$ cat config.mk
export PLATFORM = sky130hd
export DESIGN_NAME = lidar_scan_frame_parser
export DESIGN_NICKNAME = d
export VERILOG_FILES = /design/src/rtl/core/lsfp_pkg.sv /design/src/rtl/core/lidar_scan_frame_parser.sv /design/src/rtl/core/lsfp_parser.sv /design/src/rtl/core/lsfp_trig.sv
export SDC_FILE = /design/constraint.sdc
export NUM_CORES = 2
export LEC_CHECK = 0
export BUFFER_PORTS_ARGS = -buffer_cell sky130_fd_sc_hd__buf_2
export CAP_MARGIN = 20
export CORE_MARGIN = 8
export CORE_UTILIZATION = 41
export CTS_BUF_LIST = sky130_fd_sc_hd__clkbuf_2
export CTS_CLUSTER_DIAMETER = 100
export DETAILED_ROUTE_END_ITERATION = 10
export MAX_ROUTING_LAYER = met4
export SETUP_SLACK_MARGIN = 0.2
export SYNTH_ARGS = -nofsm -noshare
export SYNTH_HDL_FRONTEND = slang
export SYNTH_MEMORY_MAX_BITS = 65536
export SYNTH_SLANG_ARGS = --single-unit
$ cat constraint.sdc
create_clock -name clk -period 36.7 [get_ports clk]
set_input_delay 3.67 -clock clk [delete_from_list [all_inputs] [get_ports clk]]
set_output_delay 3.67 -clock clk [all_outputs]
set_load 0.02 [all_outputs]
$ cat src/rtl/core/lsfp_pkg.sv
package lsfp_pkg;

    localparam int PACKETS_PER_FRAME = 60;
    localparam int PKT_W             = 6;
    localparam int OFF_W             = 6;
    localparam int SUB_W             = 3;
    localparam int ANGLE_W           = 9;
    localparam int WORD_W            = 16;
    localparam int XY_W              = 17;
    localparam int COUNT_W           = 6;
    localparam int SPEED_W           = 22;
    localparam int TRIG_FRAC_BITS_DEFAULT = 15;

    localparam logic [7:0] SYNC_FIRST  = 8'hFA;
    localparam logic [7:0] SYNC_SECOND = 8'hA0;

    // Byte offsets inside one 42-byte packet.
    localparam logic [OFF_W-1:0] OFF_HDR0     = 6'd0;
    localparam logic [OFF_W-1:0] OFF_HDR1     = 6'd1;
    localparam logic [OFF_W-1:0] OFF_SPD_LO   = 6'd2;
    localparam logic [OFF_W-1:0] OFF_SPD_HI   = 6'd3;
    localparam logic [OFF_W-1:0] OFF_RD_FIRST = 6'd4;
    localparam logic [OFF_W-1:0] OFF_RD_LAST  = 6'd39;
    localparam logic [OFF_W-1:0] OFF_LAST     = 6'd41;

    // Byte positions inside one 6-byte reading.
    localparam logic [SUB_W-1:0] SUB_INT_LO = 3'd0;
    localparam logic [SUB_W-1:0] SUB_INT_HI = 3'd1;
    localparam logic [SUB_W-1:0] SUB_RNG_LO = 3'd2;
    localparam logic [SUB_W-1:0] SUB_RNG_HI = 3'd3;
    localparam logic [SUB_W-1:0] SUB_LAST   = 3'd5;

    localparam logic [PKT_W-1:0] LAST_PKT = PKT_W'(PACKETS_PER_FRAME - 1);

    typedef enum logic [1:0] {
        PH_HUNT,
        PH_SYNC,
        PH_FRAME
    } phase_t;

    // One parsed result on its way to the trig stage.
    typedef struct packed {
        logic                 valid;
        logic                 is_point;
        logic                 frame_end;
        logic [ANGLE_W-1:0]   angle_deg;
        logic [WORD_W-1:0]    range_mm;
        logic [WORD_W-1:0]    intensity;
        logic [COUNT_W-1:0]   good_packets;
        logic [SPEED_W-1:0]   speed_sum;
    } event_t;

    // round(65536 * sin(d degrees)) for d = 0..90.
    function automatic logic [16:0] quarter_sine(input logic [6:0] idx);
        logic [16:0] v;
        case (idx)
            7'd0: v = 17'd0;         7'd1: v = 17'd1144;      7'd2: v = 17'd2287;
            7'd3: v = 17'd3430;      7'd4: v = 17'd4572;      7'd5: v = 17'd5712;
            7'd6: v = 17'd6850;      7'd7: v = 17'd7987;      7'd8: v = 17'd9121;
            7'd9: v = 17'd10252;     7'd10: v = 17'd11380;    7'd11: v = 17'd12505;
            7'd12: v = 17'd13626;    7'd13: v = 17'd14742;    7'd14: v = 17'd15855;
            7'd15: v = 17'd16962;    7'd16: v = 17'd18064;    7'd17: v = 17'd19161;
            7'd18: v = 17'd20252;    7'd19: v = 17'd21336;    7'd20: v = 17'd22415;
            7'd21: v = 17'd23486;    7'd22: v = 17'd24550;    7'd23: v = 17'd25607;
            7'd24: v = 17'd26656;    7'd25: v = 17'd27697;    7'd26: v = 17'd28729;
            7'd27: v = 17'd29753;    7'd28: v = 17'd30767;    7'd29: v = 17'd31772;
            7'd30: v = 17'd32768;    7'd31: v = 17'd33754;    7'd32: v = 17'd34729;
            7'd33: v = 17'd35693;    7'd34: v = 17'd36647;    7'd35: v = 17'd37590;
            7'd36: v = 17'd38521;    7'd37: v = 17'd39441;    7'd38: v = 17'd40348;
            7'd39: v = 17'd41243;    7'd40: v = 17'd42126;    7'd41: v = 17'd42995;
            7'd42: v = 17'd43852;    7'd43: v = 17'd44695;    7'd44: v = 17'd45525;
            7'd45: v = 17'd46341;    7'd46: v = 17'd47143;    7'd47: v = 17'd47930;
            7'd48: v = 17'd48703;    7'd49: v = 17'd49461;    7'd50: v = 17'd50203;
            7'd51: v = 17'd50931;    7'd52: v = 17'd51643;    7'd53: v = 17'd52339;
            7'd54: v = 17'd53020;    7'd55: v = 17'd53684;    7'd56: v = 17'd54332;
            7'd57: v = 17'd54963;    7'd58: v = 17'd55578;    7'd59: v = 17'd56175;
            7'd60: v = 17'd56756;    7'd61: v = 17'd57319;    7'd62: v = 17'd57865;
            7'd63: v = 17'd58393;    7'd64: v = 17'd58903;    7'd65: v = 17'd59396;
            7'd66: v = 17'd59870;    7'd67: v = 17'd60326;    7'd68: v = 17'd60764;
            7'd69: v = 17'd61183;    7'd70: v = 17'd61584;    7'd71: v = 17'd61966;
            7'd72: v = 17'd62328;    7'd73: v = 17'd62672;    7'd74: v = 17'd62997;
            7'd75: v = 17'd63303;    7'd76: v = 17'd63589;    7'd77: v = 17'd63856;
            7'd78: v = 17'd64104;    7'd79: v = 17'd64332;    7'd80: v = 17'd64540;
            7'd81: v = 17'd64729;    7'd82: v = 17'd64898;    7'd83: v = 17'd65048;
            7'd84: v = 17'd65177;    7'd85: v = 17'd65287;    7'd86: v = 17'd65376;
            7'd87: v = 17'd65446;    7'd88: v = 17'd65496;    7'd89: v = 17'd65526;
            7'd90: v = 17'd65536;
            default: v = 17'd0;
        endcase
        return v;
    endfunction

endpackage

$ cat src/rtl/core/lidar_scan_frame_parser.sv
// Byte-serial frame parser for a rotating lidar. It accepts one byte per clock,
// hunts for the sync pair 0xFA 0xA0, then walks a frame of 60 packets of 42
// bytes, giving one point beat per reading of a packet with a good header and
// a frame-end beat (good packet count and speed sum) at the last byte. A byte
// enters in every cycle that the output side is not stalled; a result passes
// through the parser register, the trig multiply register and the output
// register in turn. capture_enable low drops bytes and returns the parser to
// sync hunting.
module lidar_scan_frame_parser #(
    parameter int TRIG_FRAC_BITS = lsfp_pkg::TRIG_FRAC_BITS_DEFAULT
) (
    input  logic            clk,
    input  logic            rst_n,
    input  logic            s_tvalid,
    output logic            s_tready,
    input  logic [7:0]      s_tdata,    // [7:0] data_byte
    input  logic            cfg_valid,
    output logic            cfg_ready,
    input  logic            cfg_data,   // capture_enable
    output logic            m_tvalid,
    input  logic            m_tready,
    output logic [103:0]    m_tdata,    // angle_deg, range_mm, intensity, x_mm, y_mm,
                                        // good_packets, speed_sum, zero fill
    output logic [1:0]      m_tuser     // is_point, frame_end
);
    import lsfp_pkg::*;

    logic               capture_reg;
    logic               advance;
    logic               accept;
    event_t             ev_parse, ev_trig;
    logic [XY_W-1:0]    x_mm, y_mm;
    logic               m_tvalid_reg;
    logic [103:0]       tdata_reg;
    logic [1:0]         tuser_reg;

    assign advance   = !m_tvalid_reg || m_tready;
    assign s_tready  = advance;
    assign accept    = s_tvalid && advance;
    assign cfg_ready = 1'b1;

    always_ff @(posedge clk or negedge rst_n)
    begin
        if (!rst_n)
            capture_reg <= 1'b0;
        else if (cfg_valid)
            capture_reg <= cfg_data;
    end

    lsfp_parser u_parser (
        .clk            (clk),
        .rst_n          (rst_n),
        .advance        (advance),
        .accept         (accept),
        .data_byte      (s_tdata),
        .capture_enable (capture_reg),
        .ev             (ev_parse)
    );

    lsfp_trig #(
        .TRIG_FRAC_BITS (TRIG_FRAC_BITS)
    ) u_trig (
        .clk     (clk),
        .rst_n   (rst_n),
        .advance (advance),
        .ev_in   (ev_parse),
        .ev_out  (ev_trig),
        .x_mm    (x_mm),
        .y_mm    (y_mm)
    );

    always_ff @(posedge clk or negedge rst_n)
    begin
        if (!rst_n)
            m_tvalid_reg <= 1'b0;
        else if (advance)
            m_tvalid_reg <= ev_trig.valid;
    end

    always_ff @(posedge clk)
    begin
        if (advance)
        begin
            tdata_reg <= {1'b0, ev_trig.speed_sum, ev_trig.good_packets, y_mm, x_mm,
                          ev_trig.intensity, ev_trig.range_mm, ev_trig.angle_deg};
            tuser_reg <= {ev_trig.frame_end, ev_trig.is_point};
        end
    end

    assign m_tvalid = m_tvalid_reg;
    assign m_tdata  = tdata_reg;
    assign m_tuser  = tuser_reg;

endmodule

$ cat src/rtl/core/lsfp_parser.sv
module lsfp_parser (
    input  logic                clk,
    input  logic                rst_n,
    input  logic                advance,
    input  logic                accept,
    input  logic [7:0]          data_byte,
    input  logic                capture_enable,
    output lsfp_pkg::event_t    ev
);
    import lsfp_pkg::*;

    phase_t                 phase_reg, phase_next;
    logic [PKT_W-1:0]       pkt_reg, pkt_next;
    logic [OFF_W-1:0]       off_reg, off_next;
    logic [2:0]             rd_reg, rd_next;
    logic [SUB_W-1:0]       sub_reg, sub_next;
    logic                   good_reg, good_next;
    logic [7:0]             low_reg, low_next;
    logic [WORD_W-1:0]      int_reg, int_next;
    logic [COUNT_W-1:0]     cnt_reg, cnt_next;
    logic [SPEED_W-1:0]     speed_reg, speed_next;
    event_t                 ev_reg, ev_next;
    logic [ANGLE_W-1:0]     pkt_ext;
    logic [7:0]             hdr_expect;

    assign pkt_ext    = ANGLE_W'(pkt_reg);
    assign hdr_expect = SYNC_SECOND + 8'(pkt_reg);

    always_comb
    begin
        phase_next = phase_reg;
        pkt_next   = pkt_reg;
        off_next   = off_reg;
        rd_next    = rd_reg;
        sub_next   = sub_reg;
        good_next  = good_reg;
        low_next   = low_reg;
        int_next   = int_reg;
        cnt_next   = cnt_reg;
        speed_next = speed_reg;
        ev_next    = '0;

        if (accept)
        begin
            if (!capture_enable)
            begin
                phase_next = PH_HUNT;
            end
            else
            begin
                case (phase_reg)
                    PH_HUNT:
                    begin
                        if (data_byte == SYNC_FIRST)
                            phase_next = PH_SYNC;
                    end
                    PH_SYNC:
                    begin
                        if (data_byte == SYNC_SECOND)
                        begin
                            phase_next = PH_FRAME;
                            pkt_next   = '0;
                            off_next   = OFF_SPD_LO;
                            good_next  = 1'b1;
                            cnt_next   = COUNT_W'(1);
                            speed_next = '0;
                        end
                        else
                        begin
                            phase_next = PH_HUNT;
                        end
                    end
                    PH_FRAME:
                    begin
                        case (off_reg)
                            OFF_HDR0: good_next = (data_byte == SYNC_FIRST);
                            OFF_HDR1:
                            begin
                                good_next = good_reg && (data_byte == hdr_expect);
                                if (good_next)
                                    cnt_next = cnt_reg + COUNT_W'(1);
                            end
                            OFF_SPD_LO: low_next = data_byte;
                            OFF_SPD_HI:
                            begin
                                if (good_reg)
                                    speed_next = speed_reg + SPEED_W'({data_byte, low_reg});
                                rd_next  = '0;
                                sub_next = SUB_INT_LO;
                            end
                            default:
                            begin
                                if (off_reg inside {[OFF_RD_FIRST:OFF_RD_LAST]})
                                begin
                                    case (sub_reg)
                                        SUB_INT_LO, SUB_RNG_LO: low_next = data_byte;
                                        SUB_INT_HI: int_next = {data_byte, low_reg};
                                        SUB_RNG_HI:
                                        begin
                                            if (good_reg)
                                            begin
                                                ev_next.valid     = 1'b1;
                                                ev_next.is_point  = 1'b1;
                                                ev_next.angle_deg = (pkt_ext << 2)
                                                    + (pkt_ext << 1) + ANGLE_W'(rd_reg);
                                                ev_next.range_mm  = {data_byte, low_reg};
                                                ev_next.intensity = int_reg;
                                            end
                                        end
                                        default: ;
                                    endcase
                                    if (sub_reg == SUB_LAST)
                                    begin
                                        sub_next = SUB_INT_LO;
                                        rd_next  = rd_reg + 3'd1;
                                    end
                                    else
                                    begin
                                        sub_next = sub_reg + SUB_W'(1);
                                    end
                                end
                            end
                        endcase

                        if (off_reg == OFF_LAST)
                        begin
                            off_next = '0;
                            pkt_next = pkt_reg + PKT_W'(1);
                        end
                        else
                        begin
                            off_next = off_reg + OFF_W'(1);
                        end

                        // The last byte of the frame closes it, whatever it holds.
                        if (off_reg == OFF_LAST && pkt_reg == LAST_PKT)
                        begin
                            ev_next              = '0;
                            ev_next.valid        = 1'b1;
                            ev_next.frame_end    = 1'b1;
                            ev_next.good_packets = cnt_reg;
                            ev_next.speed_sum    = speed_reg;
                            phase_next           = PH_HUNT;
                        end
                    end
                    default: phase_next = PH_HUNT;
                endcase
            end
        end
    end

    always_ff @(posedge clk or negedge rst_n)
    begin
        if (!rst_n)
        begin
            phase_reg <= PH_HUNT;
            pkt_reg   <= '0;
            off_reg   <= '0;
            rd_reg    <= '0;
            sub_reg   <= '0;
            good_reg  <= 1'b0;
            low_reg   <= '0;
            int_reg   <= '0;
            cnt_reg   <= '0;
            speed_reg <= '0;
            ev_reg    <= '0;
        end
        else if (advance)
        begin
            phase_reg <= phase_next;
            pkt_reg   <= pkt_next;
            off_reg   <= off_next;
            rd_reg    <= rd_next;
            sub_reg   <= sub_next;
            good_reg  <= good_next;
            low_reg   <= low_next;
            int_reg   <= int_next;
            cnt_reg   <= cnt_next;
            speed_reg <= speed_next;
            ev_reg    <= ev_next;
        end
    end

    assign ev = ev_reg;

endmodule

$ cat src/rtl/core/lsfp_trig.sv
module lsfp_trig #(
    parameter int TRIG_FRAC_BITS = lsfp_pkg::TRIG_FRAC_BITS_DEFAULT
) (
    input  logic                        clk,
    input  logic                        rst_n,
    input  logic                        advance,
    input  lsfp_pkg::event_t            ev_in,
    output lsfp_pkg::event_t            ev_out,
    output logic [lsfp_pkg::XY_W-1:0]   x_mm,
    output logic [lsfp_pkg::XY_W-1:0]   y_mm
);
    import lsfp_pkg::*;

    localparam int CW    = TRIG_FRAC_BITS + 1;
    localparam int PW    = WORD_W + CW;
    localparam int SHIFT = 16 - TRIG_FRAC_BITS;
    localparam int TRND  = (SHIFT == 0) ? 0 : (1 << (SHIFT - 1));
    localparam logic [PW-1:0] PRND = PW'(1) << (TRIG_FRAC_BITS - 1);

    // Sign (top bit) and magnitude of sin(a) at TRIG_FRAC_BITS; a runs up to 449.
    function automatic logic [CW:0] sine_mag(input logic [9:0] a);
        logic [9:0]  a2;
        logic [9:0]  idx;
        logic        neg;
        logic [17:0] t;
        a2  = (a >= 10'd360) ? a - 10'd360 : a;
        neg = 1'b0;
        if (a2 <= 10'd90)
            idx = a2;
        else if (a2 <= 10'd180)
            idx = 10'd180 - a2;
        else if (a2 <= 10'd270)
        begin
            idx = a2 - 10'd180;
            neg = 1'b1;
        end
        else
        begin
            idx = 10'd360 - a2;
            neg = 1'b1;
        end
        t = (18'(quarter_sine(idx[6:0])) + 18'(TRND)) >> SHIFT;
        return {neg, t[CW-1:0]};
    endfunction

    logic [CW:0]    cos_s, sin_s;
    logic [PW-1:0]  px_reg, py_reg;
    logic           nx_reg, ny_reg;
    event_t         ev_reg;
    logic [PW-1:0]  rx, ry;
    logic [XY_W-1:0] mx, my;

    assign cos_s = sine_mag(10'(ev_in.angle_deg) + 10'd90);
    assign sin_s = sine_mag(10'(ev_in.angle_deg));

    always_ff @(posedge clk or negedge rst_n)
    begin
        if (!rst_n)
        begin
            ev_reg <= '0;
        end
        else if (advance)
        begin
            ev_reg <= ev_in;
        end
    end

    always_ff @(posedge clk)
    begin
        if (advance)
        begin
            px_reg <= PW'(ev_in.range_mm) * PW'(cos_s[CW-1:0]);
            py_reg <= PW'(ev_in.range_mm) * PW'(sin_s[CW-1:0]);
            nx_reg <= cos_s[CW];
            ny_reg <= sin_s[CW];
        end
    end

    assign rx = px_reg + PRND;
    assign ry = py_reg + PRND;
    assign mx = rx[PW-1:TRIG_FRAC_BITS];
    assign my = ry[PW-1:TRIG_FRAC_BITS];

    always_comb
    begin
        x_mm = '0;
        y_mm = '0;
        if (ev_reg.is_point)
        begin
            x_mm = nx_reg ? (XY_W'(0) - mx) : mx;
            y_mm = ny_reg ? (XY_W'(0) - my) : my;
        end
    end

    assign ev_out = ev_reg;

endmodule
==> flow_summary_export.csv <==
group,metric,value,unit
timing,rsz0062_at_grt,"false",
status,outcome,"finished clean",
power,fin_total_pwr,0.7096,mW
layout,nets,4900,
clock_tree,clkTransAtPathRegs,110,ps
place,portBuffers,120,
place,place_congestion,0.9463,
layout,final_cell_mix,"nand2_1, inv_1, fa_1",
critical_path,path_max_fanout,16,
power,p_leak,20.31,nW
grt,antenna_found_initial,2,
routing,dr.first_iter.drc_count,2362,
clock_tree,cts_inserted_buffers,89,
grt,grt_overflow,0,
timing,whs,428.7,ps
timing,finalSetupViolCount,0,
routing,routed_wl,102400,microns
timing,slew_viol_final,0,
grt,grt_use_total,20.25,%
power,p_clk_share,39.5,%
timing,final_hold_viol_count,0,
clock_tree,cts_hold_buf,0,
grt,grt_pass1_vias,30730,
power,peakVddDrop,0.02137,mV
synth,ys_seq_area_share,25.54,%
clock_tree,insertion_delay,1120,ps
synth,syn_inst,4159,
critical_path,worstSetupEndpointType,"flip-flop",
clock_tree,post_cts_buffers,0,
timing,fmax,69.46,MHz
layout,areaGrowthSynthToFinish,7.036,%
power,p_int,0.5313,mW
place,dp_hpwl,73950,microns
clock_tree,cts_root_buf,"clkbuf_2",
floorplanning,dieHeight,321.5,microns
timing,clock_skew,137.7,ps
floorplanning,dieArea,103400,sq um
clock_tree,clock_sinks,362,
floorplanning,start_util,41.19,%
clock_tree,cts_tree,"yes",
clock_tree,cts_buffer_depth,3,
critical_path,crit_path_start_kind,"flip-flop",
layout,largest_reg_flops,103,
critical_path,arrival,15220,ps
critical_path,cpPeakStageDelay,1010,ps
timing,post-route-period-util,39.23,%
timing,relSlewSlack,18.05,%
synth,synthesis.nets,4848,
critical_path,path_buf_inv,5,
critical_path,path_depth,48,
hold_path,whs_path_depth,2,
floorplanning,fp.coreArea,92910,sq um
synth,ys_types,106,
place,place_ws,22610,ps
hold_path,min_path_type,"reg -> reg",
synth,syn_area,38270,sq um
power,p_comb_share,1.5,%
routing,drt-pass1-iter-count,6,
synth,synth_edf_count,143,
routing,drt-vias-per-instance,5.463,
power,power_frac_seq,59.0,%
routing,drc,0,
synth,async_flop_share,60.50,%
synth,avgSynthCellArea,9.202,sq um
critical_path,cp_slowest_cell,"mux2i_1",
critical_path,path_class,"reg -> reg",
grt,grt_pass1_wl,166600,microns
synth,ys_ff_latch,362,
routing,post_drt_wl_per_cell,18.51,microns
power,switching_share,25.12,%
clock_tree,htreeDepth,3,
critical_path,cpMostUsedCell,"fa_1",
critical_path,r2r_cells,48,
clock_tree,cts_resized,0,
synth,yosys_warnings,0,
layout,drive_above_1_share,10.36,%
layout,final_common_cell,"nand2_1",
timing,fin_crit,14400,ps
flow_run,cap_violations,0,
floorplanning,die_w,321.5,microns
power,switching_power,0.1782,mW
synth,synth_top_flop_cell,"dfrtp_1",
critical_path,required,37530,ps
routing,vias,30220,
grt,grt_max_degree,82,
critical_path,crit_family,"compound AO/OA/AOI/OAI gates",
routing,ant_nets,0,
power,powerDensity,17.32,nW/um^2
timing,finalWorstSetupSlack,22300,ps
floorplanning,rows,112,
floorplanning,pin_count,123,
timing,tightest_slew,1195,ps
timing,final.setup.tns,0,ps
-- tightest hold or removal path: stages (launching register included) --
cell and delay, ps:
dfrtp_1 380, nand2_1 60, nand2_1 60
-- synth_stat cells, types with 11 or more instances --
cell	count	area share, %
inv_1	477	4.7
o31ai_1	11	0.22
xnor2_1	103	2.4
buf_4	12	0.24
a31oi_1	31	0.51
a221oi_1	12	0.27
nor2_1	171	1.7
buf_2	54	0.71
o211ai_1	40	0.78
clkbuf_1	162	1.6
nor2b_1	28	0.46
o221ai_1	15	0.34
or3_1	13	0.21
a311oi_1	15	0.34
fa_1	389	20
o22ai_1	14	0.23
dfrtp_1	219	14
o21ai_0	147	1.9
a211oi_1	28	0.55
nand4_1	26	0.43
o21a_1	31	0.61
and3_1	36	0.59
and2_1	238	3.9
ha_1	286	9.4
xor2_1	58	1.3
nand2_1	677	6.6
nand2b_1	23	0.38
a22o_1	85	1.9
mux2i_1	13	0.34
nor3_1	40	0.52
o21bai_1	15	0.29
nand3_1	105	1.4
a21oi_1	145	1.9
a21o_1	36	0.71
edfxtp_1	143	11
mux2_2	31	0.91
-- final timing paths --
kind                                                   from                              end  slack [ps]
worst max-delay path            u_parser.ev[63]$_DFFE_PN0N_      u_trig.px_reg[31]$_DFFE_PN_       22300
worst min-delay path             u_parser.ev[1]$_DFFE_PN0N_     u_trig.ev_out[1]$_DFFE_PN0N_         430
worst max register to register  u_parser.ev[63]$_DFFE_PN0N_      u_trig.px_reg[31]$_DFFE_PN_       22300
worst min register to register   u_parser.ev[1]$_DFFE_PN0N_     u_trig.ev_out[1]$_DFFE_PN0N_         430
max in group asynchronous                             rst_n  u_parser.int_reg[0]$_DFFE_PN0P_       31890
min in group asynchronous                             rst_n    u_trig.ev_out[11]$_DFFE_PN0N_        2550
-- logic make-up after synthesis --
kind of cell	share of synthesized area (%)
other	0.01962
adders and majority gates	29.70
buffers and inverters	7.386
and+or+nand+nor	17.59
muxes	1.664
DFF	25.54
AOI/OAI and AO/OA	14.25
xor gates and xnor gates	3.855
-- power by group through the flow --
stage | Sequential [mW] | Clock (mW) | Combinational [mW]
CTS | 0.419 | 0.294 | 0.0113
global route | 0.419 | 0.313 | 0.0125
finish | 0.419 | 0.280 | 0.0109
floorplan | 0.427 | 0 | 0.00303
global placement | 0.427 | 0 | 0.0112
detailed placement | 0.427 | 0 | 0.0113
-- through the flow --
stage | util, % | cell area [sq um] | instances
5_1_grt | 44.09 | 40960 | 5531
4_1_cts | 44.05 | 40930 | 5529
3_3_place_gp | 43.16 | 40100 | 5373
3_5_place_dp | 43.16 | 40100 | 5373
2_1_floorplan | - | 38270 | 4159
6_report | 44.09 | 40960 | 5532
-- cell type report --
| type | count | area [sq um] |
|---|---|---|
| inverter | 481 | 1813 |
| timing repair buffer | 197 | 1209 |
| tap | 1254 | 1569 |
| clock inverter | 25 | 175.2 |
| multi-input combinational | 3080 | 25760 |
| fill | 9212 | 51950 |
| sequential | 362 | 9774 |
| clock buffer | 131 | 655.6 |
| antenna | 2 | 5.005 |
-- routing by layer --
metal | up-vias | wire length (microns) | GRT usage (%)
li1 | 14090 | - | -
met1 | 15000 | 47590 | 27.82
met3 | 202 | 5529 | 2.782
met2 | 923 | 46760 | 31.34
met5 | - | 0 | -
met4 | 0 | 2510 | 5.736
No activity file was read; power rests on OpenSTA's default activity.
